`config.mk`:
```
export PLATFORM = sky130hd
export DESIGN_NAME = bf3_hash
export DESIGN_NICKNAME = d
export VERILOG_FILES = /design/src/rtl/bf3_pkg.sv /design/src/rtl/bf3_hash.sv
export SDC_FILE = /design/constraint.sdc
export NUM_CORES = 1
export LEC_CHECK = 0
export ABC_AREA = 1
export ABC_CLOCK_PERIOD_IN_PS = 13600
export BUFFER_PORTS_ARGS = -buffer_cell sky130_fd_sc_hd__clkbuf_2
export CAP_MARGIN = 20
export CELL_PAD_IN_SITES_DETAIL_PLACEMENT = 0
export CELL_PAD_IN_SITES_GLOBAL_PLACEMENT = 1
export CORE_ASPECT_RATIO = 0.5
export CORE_MARGIN = 2
export CORE_UTILIZATION = 30
export DETAILED_ROUTE_END_ITERATION = 16
export HOLD_SLACK_MARGIN = 0.08
export PLACE_DENSITY = 0.68
export SLEW_MARGIN = 25
export SYNTH_ARGS = -nofsm -noshare
export SYNTH_HDL_FRONTEND = slang
export SYNTH_SLANG_ARGS = --single-unit
```
`constraint.sdc`:
```
create_clock -name i_clk -period 13.6 [get_ports i_clk]
set_clock_uncertainty 0.05 [all_clocks]
set_input_delay 2.72 -clock i_clk [delete_from_list [all_inputs] [get_ports i_clk]]
set_output_delay 2.72 -clock i_clk [all_outputs]
set_load 0.01 [all_outputs]
```
`src/rtl/bf3_pkg.sv`:
```
// bf3_pkg: shared constants and types for the three-hash bloom filter
// operation codes, hash multipliers, store geometry and the sequencer state type
// no dependencies
package bf3_pkg;

    // default filter size in bits
    localparam int unsigned FILTER_BITS_DEF = 8192;

    // operation codes carried by the kind field
    localparam logic [1:0] OP_ADD   = 2'd0;
    localparam logic [1:0] OP_QUERY = 2'd1;
    localparam logic [1:0] OP_CLEAR = 2'd2;

    // multiplicative hash constants
    localparam logic [31:0] HASH_MUL_A = 32'd2654435761;
    localparam logic [31:0] HASH_MUL_B = 32'h85ebca6b;
    localparam logic [31:0] HASH_MUL_C = 32'hcc9e2d51;
    localparam int unsigned MIX_SHIFT  = 16;
    localparam int unsigned KEY_BITS   = 32;

    // three positions per key, probe index runs 0..2
    localparam logic [1:0] PROBE_LAST = 2'd2;

    // store rows are up to 2**STORE_WORD_SHIFT bits wide
    localparam int unsigned STORE_WORD_SHIFT = 5;

    typedef enum logic [2:0] {
        ST_CLEAR,
        ST_IDLE,
        ST_HASH,
        ST_READ,
        ST_CHECK
    } t_bf3_state;

endpackage

```
`src/rtl/bf3_hash.sv`:
```
// bf3_hash: computes the three bit positions of a key modulo the filter size
// power-of-two sizes use a registered truncated multiply, other sizes a 32-step
// serial modular multiply; depends on bf3_pkg
module bf3_hash #(
    parameter int unsigned FILTER_BITS = bf3_pkg::FILTER_BITS_DEF,
    parameter int unsigned POS_W       = 13
) (
    input  logic                  i_clk,
    input  logic                  i_rst_n,
    input  logic                  i_start,
    input  logic [31:0]           i_key,
    output logic                  o_done,
    output logic [2:0][POS_W-1:0] o_pos
);

    import bf3_pkg::*;

    localparam bit IS_POW2 = (FILTER_BITS & (FILTER_BITS - 1)) == 0;

    logic [31:0] mixed;
    assign mixed = i_key ^ (i_key >> MIX_SHIFT);

    generate
        if (IS_POW2) begin : g_pow2
            // modulo a power of two keeps only the low bits of the product
            localparam logic [POS_W-1:0] CA = HASH_MUL_A[POS_W-1:0];
            localparam logic [POS_W-1:0] CB = HASH_MUL_B[POS_W-1:0];
            localparam logic [POS_W-1:0] CC = HASH_MUL_C[POS_W-1:0];

            logic [2*POS_W-1:0]    prod_a, prod_b, prod_c;
            logic [2:0][POS_W-1:0] r_pos;
            logic                  r_done;

            assign prod_a = i_key[POS_W-1:0] * CA;
            assign prod_b = i_key[POS_W-1:0] * CB;
            assign prod_c = mixed[POS_W-1:0] * CC;

            always_ff @(posedge i_clk) begin
                if (i_start) begin
                    r_pos[0] <= prod_a[POS_W-1:0];
                    r_pos[1] <= prod_b[POS_W-1:0];
                    r_pos[2] <= prod_c[POS_W-1:0];
                end
            end

            always_ff @(posedge i_clk) begin
                if (!i_rst_n) begin
                    r_done <= 1'b0;
                end else begin
                    r_done <= i_start;
                end
            end

            assign o_done = r_done;
            assign o_pos  = r_pos;
        end else begin : g_serial
            // horner over key bits, msb first: acc = (2*acc + bit*(C mod N)) mod N
            localparam int unsigned ACC_W = POS_W + 2;
            localparam int unsigned CNT_W = $clog2(KEY_BITS);
            localparam logic [63:0] CM_A = 64'(HASH_MUL_A) % 64'(FILTER_BITS);
            localparam logic [63:0] CM_B = 64'(HASH_MUL_B) % 64'(FILTER_BITS);
            localparam logic [63:0] CM_C = 64'(HASH_MUL_C) % 64'(FILTER_BITS);
            localparam logic [2:0][POS_W-1:0] CMS =
                {POS_W'(CM_C), POS_W'(CM_B), POS_W'(CM_A)};
            localparam logic [ACC_W-1:0] N1 = ACC_W'(FILTER_BITS);
            localparam logic [ACC_W-1:0] N2 = ACC_W'(2 * FILTER_BITS);
            localparam logic [CNT_W-1:0] CNT_LAST = CNT_W'(KEY_BITS - 1);

            logic [31:0]           r_key, r_mix;
            logic [2:0][POS_W-1:0] r_acc;
            logic [2:0][POS_W-1:0] n_acc;
            logic [CNT_W-1:0]      r_cnt;
            logic                  r_run;
            logic                  r_done;
            logic [2:0]            step_bit;
            logic [ACC_W-1:0]      sum [3];

            assign step_bit = {r_mix[31], r_key[31], r_key[31]};

            always_comb begin
                for (int i = 0; i < 3; i++) begin
                    sum[i] = {1'b0, r_acc[i], 1'b0}
                           + ACC_W'(step_bit[i] ? CMS[i] : '0);
                    if (sum[i] >= N2) begin
                        n_acc[i] = POS_W'(sum[i] - N2);
                    end else if (sum[i] >= N1) begin
                        n_acc[i] = POS_W'(sum[i] - N1);
                    end else begin
                        n_acc[i] = POS_W'(sum[i]);
                    end
                end
            end

            always_ff @(posedge i_clk) begin
                if (i_start) begin
                    r_key <= i_key;
                    r_mix <= mixed;
                    r_acc <= '0;
                end else if (r_run) begin
                    r_key <= {r_key[30:0], 1'b0};
                    r_mix <= {r_mix[30:0], 1'b0};
                    r_acc <= n_acc;
                end
            end

            always_ff @(posedge i_clk) begin
                if (!i_rst_n) begin
                    r_run  <= 1'b0;
                    r_done <= 1'b0;
                    r_cnt  <= '0;
                end else begin
                    r_done <= 1'b0;
                    if (i_start) begin
                        r_run <= 1'b1;
                        r_cnt <= '0;
                    end else if (r_run) begin
                        r_cnt <= r_cnt + 1'b1;
                        if (r_cnt == CNT_LAST) begin
                            r_run  <= 1'b0;
                            r_done <= 1'b1;
                        end
                    end
                end
            end

            assign o_done = r_done;
            assign o_pos  = r_acc;
        end
    endgenerate

endmodule

```
==> impl_results.md, run 1 <==
* EDFF count, synth at 38
* Syn_area_per_cell at a little over 9 um2
* Maximum clock rate at 0.1474 GHz
* Layout area overhead at 15.03%
* Seq pwr share at between 20% and 30%
* Int Pwr at 0.5162 mW
* Unrepaired setup endpoints after global routing: false
* Die width at 184.2 um
* Switching share of total power at a little over two fifths
* WP data arrival at 6.78 ns
* Peak per-stage delay on the critical path at between 0.5 and 0.6 ns
* Switching pwr at 0.3978 mW
* CORE AREA at between 15000 and 20000 um2
* MaxCap Viol Count at 0
* WP buf/inv at 2
* Crit-path cells: clkbuf_2 -> xor2_1 -> ha_1 -> ha_1 -> fa_1 -> fa_1 -> fa_1 -> ha_1 -> a21oi_1 -> o21ai_0 -> nor2_1 -> inv_1 -> nand2_1 -> nand2_1 -> nand2_1 -> nand2_1
* Final hold vios at 0
* First-pass GRT wire length at 17.01 mm
* Critical path fanouts, max at 9
* Syn. warnings at 0
* Syn Nets at ~700
* Inserted Diodes at 0
* Detailed Routing Iterations Pass 1 at 4
* Total global routing overflow at 0
* Final Instance Count excl. Fillers at 811
* CTS buffer count at 5
* Area leader, netlist: ha_1
* Post-synth top flop: edfxtp_1
* P_leak at 3.113 nW
* Placed Cells at 803
* PortBufs at 68
* Initial DRC Count at 108
* HP Class: in -> reg
* CTS resizes at 0
* Routed Antenna Nets at 0
* Worst-margin pin slew at roughly 0.61 ns
* CP delay by family, top: adder cells
* TNS Setup at 0 ns
* CP max-delay cell: fa_1
* Initial Util at between 30 and 40%
* Main area contributors after synthesis: ha_1 (26%), edfxtp_1 (23%), fa_1 (17%)
* IO Pins at 75
* Crit end category: flop
* Max clock buf depth at 2
* Tcrit/Tclk final at 49.90%
* Final HPWL DP at around 8.4 mm
* CTS tree: done
* Comb pwr share at 63.5%
* Top-count cell post-synth: inv_1
* Sequential share of the synthesized area at 23.85%
* Yosys reg bits at 39
* Core Rows at 32
* Largest net degree at the start of global routing at 40
* Crit path top cell by count: nand2_1
* Critical path class: in -> reg
* GR Util All Layers at 12.86%
* Syn Inst Count at 532
* Peak VDD IR at between 0.00004 and 0.00005 V
* Pwr Density at roughly 160 nW/um2
* Setup violators final at 0
* DIE HEIGHT at 94.08 um
* Post-DR vias/cell at 4.226
* Worst EP required at 13.60 ns
* Crit start category: primary input
* Clock root cell: clkbuf_16
* CTS Hold Bufs at 0
* Gpl congestion at 0.7954
* Fillers at 1618
* Clock share of power at 13.1%
* H-tree levels at 2
* Yosys top cell area share at 26.21%
* Post-synth ARST share at 0%
* Nets at 784
* Die area at around 17000 um2
* Layout cells sized above 1 at 14.50%
* Rel. slew slack at between 50% and 60%
* WL/cell at roughly 12 um
* Max-slew violations at 0
* Clock Sinks at 39
* Postcts setup bufs at 0
* Outcome: finished clean
* Initial antenna violation count at 0
* Vias in the first global route at 3441
* DRC at 0
* Mapped Area at 4868 um2
* Total wire length at 10.05 mm
* DR vias at 3427
* Clock slew at reported path FFs at 0.06 ns
* Synth cell count leaders: inv_1 (136), nand2_1 (109), ha_1 (102)
* Synth unique cells at 27
* Final min period at a little under 7 ns
metrics by stage:
stage	setup WS (ns)	utilization (%)	area, um2	hold WS [ns]	power [mW]
2_1_floorplan	7.289	-	4868	2.763	0.6579
4_1_cts	6.734	35.87	5600	2.562	0.9325
3_5_place_dp	6.452	34.96	5459	2.857	0.8020
6_report	6.814	35.87	5600	2.570	0.9140
5_1_grt	6.597	35.87	5600	2.583	1.035
3_3_place_gp	6.430	34.94	5456	2.858	0.7988
power groups by stage:
stage	clock network, mW	registers, mW	logic [mW]
after floorplan	0	0.236	0.422
after global placement	0	0.217	0.582
after detailed placement	0	0.216	0.586
after CTS	0.124	0.215	0.593
after global routing	0.129	0.217	0.689
final	0.119	0.214	0.581
final timing paths:
kind / slack, ns / cells after the start / end / startpoint
max: 6.81 / 16 / o_pos[38] / i_key[0]
min: 2.57 / 3 / o_done / i_rst_n
flip-flops by register name, summed over array words and instances (netlist names):
name / flops
o_pos: 38
o_done: 1
placed cells by master (no fill, tap or decap):
cell type  instances
inv_1            136
nand2_1          109
ha_1             102
clkbuf_2          67
fa_1              41
edfxtp_1          38
xor2_1            21
a21oi_1           15
nand3_1           15
nor2_1            13
xnor2_1           12
nand2_2            5
clkbuf_16          5
a21o_1             2
inv_2              2
nand3b_1           2
clkinv_1           2
nor2_2             2
o21ai_2            2
nor3_1             2
o21ai_0            2
nand4_1            2
xnor2_2            2
or2_2              1
o21bai_1           1
a31oi_1            1
o211ai_1           1
clkbuf_1           1
clkinv_4           1
clkbuf_4           1
dfxtp_1            1
logic make-up after synthesis:
kind of cell	Yosys count	share of synthesized area, %
buf+inv	140	10.87
xor+xnor	35	6.605
compound gates	24	2.853
simple gates	151	12.75
flops	39	23.85
fa+ha+maj	143	43.07
cell type report:
cell class | instances | area (um2) | share of cell area [%]
Clock inverter | 2 | 12.51 | 0.2234
Inverter | 139 | 521.8 | 9.316
Multi-Input combinational cell | 353 | 3178 | 56.75
Sequential cell | 39 | 1161 | 20.73
Timing Repair Buffer | 68 | 342.8 | 6.122
Tap cell | 204 | 255.2 | 4.558
Clock buffer | 6 | 128.9 | 2.301
per-layer routing:
metal / GRT usage [%] / up-vias / part of all wire, %
met3: 2.326 / 6 / 3.0
met1: 17.37 / 1574 / 51
met4: 2.067 / 0 / 0.79
li1: - / 1802 / -
met5: 0 / - / 0
met2: 21.92 / 45 / 46
tightest hold or removal path, delay by kind of cell:
kind	cells	cell delay [ns]
buffers and inverters	2	0.12
and+or+nand+nor	1	0.04
No activity file was read; power rests on OpenSTA's default activity.
==> run 2: changes to the inputs <==
ABC_CLOCK_PERIOD_IN_PS = 5900   (was 13600)
PLACE_DENSITY = 0.7   (was 0.68)
clock period = 5.9 ns   (was 13.6 ns; I/O delays follow)
==> run 2 against run 1 <==
  * Global-route usage decreased by 0.16 points
  * Critical path type unchanged
  * First-iteration DRC count rose by 8.3%
  * Hold slack got worse by 1.5 ns
  * Power up 140%
  * Largest power group unchanged
  * Final area is 0.89% higher
==> impl_results.md, run 2 (synthesis results as in run 1) <==
* MaxCap Viol Count at 0 (unchanged)
* Clock Sinks at 39 (unchanged)
* Worst EP required at 5.90 ns (-7.70 ns)
* Post-DR vias/cell at 4.199 (-0.63%)
* WP data arrival at 5.03 ns (-1.75 ns)
* Detailed Routing Iterations Pass 1 at 4 (unchanged)
* P_leak at 3.143 nW (+0.95%)
* Worst setup margin at 0.8758 ns (-5.938 ns)
* Final HPWL DP at 8.399 mm (about the same)
* Core Rows at 32 (unchanged)
* Critical path fanouts, max at 7 (-2)
* Unrepaired setup endpoints after global routing: false
* First-pass GRT wire length at 16.93 mm (-0.49%)
* Final min period at 5.024 ns
* Rel. slew slack at 59.32% (-0.11 points)
* Largest net degree at the start of global routing at 40 (unchanged)
* CTS tree: done
* Postcts setup bufs at 0 (unchanged)
* DRC at 0 (unchanged)
* Setup WS pre-CTS at 0.5430 ns (-5.909 ns)
* TNS Setup at 0 ns (unchanged)
* Most frequent cells in the layout: inv_1 (136), nand2_1 (109), ha_1 (102)
* Tcrit/Tclk final at 85.16%
* HP Class: in -> reg
* GR Util All Layers at 12.70% (-0.16 points)
* Max-slew violations at 0 (unchanged)
* Inserted Diodes at 0 (unchanged)
* Critical path class: in -> reg
* DIE HEIGHT at 94.08 um (unchanged)
* Min-Delay Path Depth at 3 (unchanged)
* Layout cells sized above 1 at 15.25% (+0.75 points)
* Initial Util at 31.18% (unchanged)
* Commonest non-fill, non-tap cell in the layout: inv_1
* Layout area overhead at 16.06%
* Core Util, Final at 36.19% (+0.32 points)
* Total wire length at 10.05 mm (about the same)
* Crit start category: primary input
* Die area at 17330 um2 (unchanged)
* Vias in the first global route at 3538 (+2.8%)
* Worst-margin pin slew at 0.6102 ns (+0.001671 ns)
* Gpl congestion at 0.8049 (+1.2%)
* Clock slew at reported path FFs at 0.07 ns (about the same)
* Pwr Density at 381.9 nW/um2 (+130%)
* Area after DPL at 5482 um2 (+0.41%)
* Outcome: finished clean
* Nets at 787 (+0.38%)
* Max reg flops at 38 (unchanged)
* WL/cell at 12.34 um (-0.39%)
* CTS buffer count at 5 (unchanged)
* Total global routing overflow at 0 (unchanged)
* Placed Cells at 806 (+0.37%)
* Die width at 184.2 um (unchanged)
* CTS resizes at 0 (unchanged)
* Maximum clock rate at 0.1990 GHz
* Max clock buf depth at 2 (unchanged)
* CTS Hold Bufs at 0 (unchanged)
* H-tree levels at 2 (unchanged)
* Clock root cell: clkbuf_16
* PortBufs at 68 (unchanged)
* Initial DRC Count at 117 (+8.3%)
* Initial antenna violation count at 0 (unchanged)
* DR vias at 3418 (-0.26%)
* Setup violators final at 0 (unchanged)
* IO Pins at 75 (unchanged)
* Crit end category: flop
* Peak VDD IR at 0.0001230 V (+150%)
* Routed Antenna Nets at 0 (unchanged)
* Final instance area at 5650 um2 (+0.89%)
* Final Instance Count excl. Fillers at 814 (+0.37%)
* Final hold vios at 0 (unchanged)
* CORE AREA at 15620 um2 (unchanged)
[run 2: cell types whose count changed in the layout (fill, tap and decap cells not counted), sizes merged]
cell / change
buf: +3
clkbuf: -1
bufinv: +1
[run 2: worst paths after layout]
path	from	endpoint
hold / removal	i_rst_n	o_done
setup / recovery	i_key[5]	o_pos[38]
[run 2: stage by stage]
step | hold slack (ns) | total power [mW]
final | 1.026 | 2.158
after detailed placement | 1.319 | 1.847
after floorplan | 1.223 | 1.516
after global placement | 1.325 | 1.845
after CTS | 1.019 | 2.205
after global routing | 1.038 | 2.420
[run 2: layout make-up]
class | instances | area, um2
multi-input combinational | 353 | 3178
fill | 1615 | 9965
sequential | 39 | 1161
clock inverter | 3 | 43.79
timing repair buffer | 71 | 365.4
clock buffer | 5 | 125.1
inverter | 139 | 521.8
tap | 204 | 255.2
[run 2: layer usage]
layer | routed length [um] | GRT usage [%] | vias up | part of all wire (%)
met4 | 63 | 2.000 | 0 | 0.63
met1 | 5048 | 16.52 | 1571 | 50
li1 | - | - | 1810 | -
met5 | 0 | 0 | - | 0
met3 | 301 | 2.442 | 5 | 3.0
met2 | 4632 | 22.36 | 32 | 46
[run 2: worst max-delay path, cell delays in order]
cell and delay, ns:
clkbuf_2 0.24, xor2_1 0.38, ha_1 0.32, ha_1 0.30, fa_1 0.51, fa_1 0.52
fa_1 0.50, ha_1 0.35, a21oi_1 0.15, o21ai_0 0.08, nor2_1 0.18, inv_1 0.07
nand2_1 0.09, nand2_1 0.05, nand2_1 0.06, nand2_1 0.05
[run 2: power breakdown]
group          internal [mW]  switching [mW]  leakage [nW]
registers              0.466          0.0253         0.380
logic                  0.571           0.769          2.68
clock network          0.200           0.126        0.0838
total                   1.24           0.921          3.14
==> run 3: changes to the inputs <==
ABC_AREA = not set   (was 1)
PLACE_DENSITY = 0.68   (was 0.7)
==> run 3 against run 2 <==
  * Wire length down 12%
  * First-iteration DRC count down 43%
  * Flip-flop and latch count unchanged
  * Sequential share of layout area up 1.6 points
  * Critical path depth down 4
  * Core utilization up 0.11 points
  * Clock-buffer cell count up 1
  * Synthesized area down 9.0%
  * Clock power up 10%
  * Fmax up 1.5%
  * Highest routed layer unchanged
  * Cell count down 19%
  * Via count down 22%
==> impl_results.md, run 3 <==
* Top-count cell post-synth: ha_1
* Rel. slew slack at 60.63% (+1.3 points)
* Vias in the first global route at 2771 (-22%)
* Peak VDD IR at 0.0001175 V (-4.5%)
* Syn Nets at 557 (-22%)
* Die area at 15810 um2 (-8.8%)
* Crit-path cells: clkbuf_2 -> xor2_1 -> ha_1 -> ha_1 -> fa_1 -> fa_1 -> fa_1 -> xnor2_1 -> xnor2_1 -> xnor2_1 -> xnor2_1 -> xnor3_1
* Post-synth top flop: edfxtp_1
* Routed Antenna Nets at 0 (unchanged)
* Crit start category: primary input
* Area leader, netlist: ha_1
* Int Pwr at 1.399 mW (+13%)
* IO Pins at 75 (unchanged)
* Final min period at 4.948 ns (-0.07577 ns)
* PortBufs at 68 (unchanged)
* Clock root cell: clkbuf_16
* Outcome: finished clean
* Detailed Routing Iterations Pass 1 at 4 (unchanged)
* Clock share of power at 16.1% (+1.0 points)
* Inserted Diodes at 0 (unchanged)
* Initial DRC Count at 67 (-43%)
* DR vias at 2674 (-22%)
* Seq pwr share at 22.6% (-0.2 points)
* Critical path class: in -> reg
* Clock slew at reported path FFs at 0.06 ns (about the same)
* CORE AREA at 14430 um2 (-7.6%)
* GR Util All Layers at 11.91% (-0.80 points)
* DIE HEIGHT at 89.91 um (-4.4%)
* Setup violators final at 0 (unchanged)
* HP Class: in -> reg
* Main area contributors after synthesis: ha_1 (29%), edfxtp_1 (26%), fa_1 (19%)
* Area after DPL at 5049 um2 (-7.9%)
* DRC at 0 (unchanged)
* CP delay by family, top: adder cells
* Mapped Area at 4428 um2 (-9.0%)
* CTS buffer count at 5 (unchanged)
* Syn. warnings at 0 (unchanged)
* Syn_area_per_cell at 11.68 um2 (+28%)
* Gpl congestion at 0.8244 (+2.4%)
* Final instance area at 5238 um2 (-7.3%)
* Initial Util at 30.69% (-0.49 points)
* WP data arrival at 4.93 ns (-0.10 ns)
* Synth unique cells at 24 (-11%)
* Initial antenna violation count at 0 (unchanged)
* Post-synth ARST share at 0% (unchanged)
* CTS tree: done
* Core Util, Final at 36.30% (+0.11 points)
* Worst EP required at 5.88 ns (-0.02 ns)
* Tcrit/Tclk final at 83.87% (-1.3 points)
* Total wire length at 8.812 mm (-12%)
* Comb pwr share at 61.2% (-0.9 points)
* Crit end category: flop
* First-pass GRT wire length at 14.30 mm (-16%)
* WL/cell at 13.41 um (+8.7%)
* Switching pwr at 0.8262 mW (-10%)
* Post-DR vias/cell at 4.070 (-3.1%)
* CP max-delay cell: fa_1
* Layout area overhead at 18.28%
* Layout cells sized above 1 at 17.65% (+2.4 points)
* Largest net degree at the start of global routing at 40 (unchanged)
* Final Instance Count excl. Fillers at 657 (-19%)
* Setup WS pre-CTS at 0.5641 ns (+0.02111 ns)
* CTS Hold Bufs at 0 (unchanged)
* Max-slew violations at 0 (unchanged)
* Nets at 636 (-19%)
* Switching share of total power at 37.12% (-5.5 points)
* MaxCap Viol Count at 0 (unchanged)
* Worst setup margin at 0.9516 ns (+0.07577 ns)
* P_leak at 2.648 nW (-16%)
* Placed Cells at 649 (-19%)
* Max reg flops at 38 (unchanged)
* Most frequent cells in the layout: ha_1 (102), inv_1 (94), clkbuf_2 (67)
* Total global routing overflow at 0 (unchanged)
* Yosys reg bits at 39 (unchanged)
* Crit path top cell by count: xnor2_1
* EDFF count, synth at 38 (unchanged)
* Sequential share of the synthesized area at 26.22% (+2.4 points)
* WP buf/inv at 1 (-1)
* Worst-margin pin slew at 0.5905 ns (-0.01962 ns)
* Syn Inst Count at 379 (-29%)
* Peak per-stage delay on the critical path at 0.53 ns (about the same)
* TNS Setup at 0 ns (unchanged)
* Final HPWL DP at 7.386 mm (-12%)
* H-tree levels at 2 (unchanged)
* Max clock buf depth at 2 (unchanged)
* Yosys top cell area share at 28.82% (+2.6 points)
* Maximum clock rate at 0.2021 GHz (+1.5%)
* Pwr Density at 424.9 nW/um2 (+11%)
* Clock Sinks at 39 (unchanged)
* Critical path fanouts, max at 7 (unchanged)
* Synth cell count leaders: ha_1 (102), inv_1 (94), xnor2_1 (47)
* Commonest non-fill, non-tap cell in the layout: ha_1
* Postcts setup bufs at 0 (unchanged)
* Die width at 175.8 um (-4.5%)
* Final hold vios at 0 (unchanged)
* CTS resizes at 0 (unchanged)
* Core Rows at 31 (-3.1%)
* Unrepaired setup endpoints after global routing: false
-- run 3: changes by cell type after synthesis, sizes merged, moves of 2 or more --
cell,before,now
xor2,21,15
a21oi,15,11
nor2b,0,2
nand4,2,0
nand3b,2,0
a21boi,0,2
nand3,15,0
inv,138,94
or3,0,2
o21bai,1,3
nor2,15,3
a21o,2,5
xnor2,14,47
nand2,114,2
-- run 3: power groups by stage --
stage	Sequential [mW]	Combinational, mW	Clock, mW
finish	0.504	1.36	0.359
global route	0.513	1.56	0.385
CTS	0.507	1.41	0.376
detailed placement	0.511	1.39	0
global placement	0.511	1.37	0
floorplan	0.559	1.00	0
-- run 3: metal layers --
layer | global-route usage [%] | routed length (um)
met3 | 2.242 | 158
met4 | 2.961 | 108
met5 | 0 | 0
met1 | 16.03 | 4486
met2 | 19.78 | 4058
-- run 3: kinds of logic (layout without fill, tap and decap cells) --
kind of cell / count (synthesis) / in the layout / share of synthesized area [%]
fa+ha+maj: 143 / 143 / 47.36
buf+inv: 95 / 175 / 8.138
xor+xnor: 64 / 64 / 13.31
flops: 39 / 39 / 26.22
compound gates: 25 / 25 / 3.447
simple gates: 13 / 13 / 1.526
-- run 3: per-stage QoR --
step                power (mW)  hold slack [ns]
detailed placement       1.903            1.361
floorplan                1.563            1.229
CTS                      2.292            1.059
global placement         1.881            1.349
global route             2.458            1.077
finish                   2.226            1.062
-- run 3: final timing paths --
check / slack [ns] / start / to / cells after the start
max: 0.95 / i_key[4] / o_pos[38] / 12
min: 1.06 / i_rst_n / o_done / 2
-- run 3: area by class of cell --
class | count | area [um2]
inverter | 94 | 352.8
sequential | 39 | 1161
clock buffer | 6 | 128.9
tap | 198 | 247.7
multi-input combinational | 245 | 2907
timing repair buffer | 73 | 380.4
clock inverter | 2 | 60.06
fill | 1487 | 9191
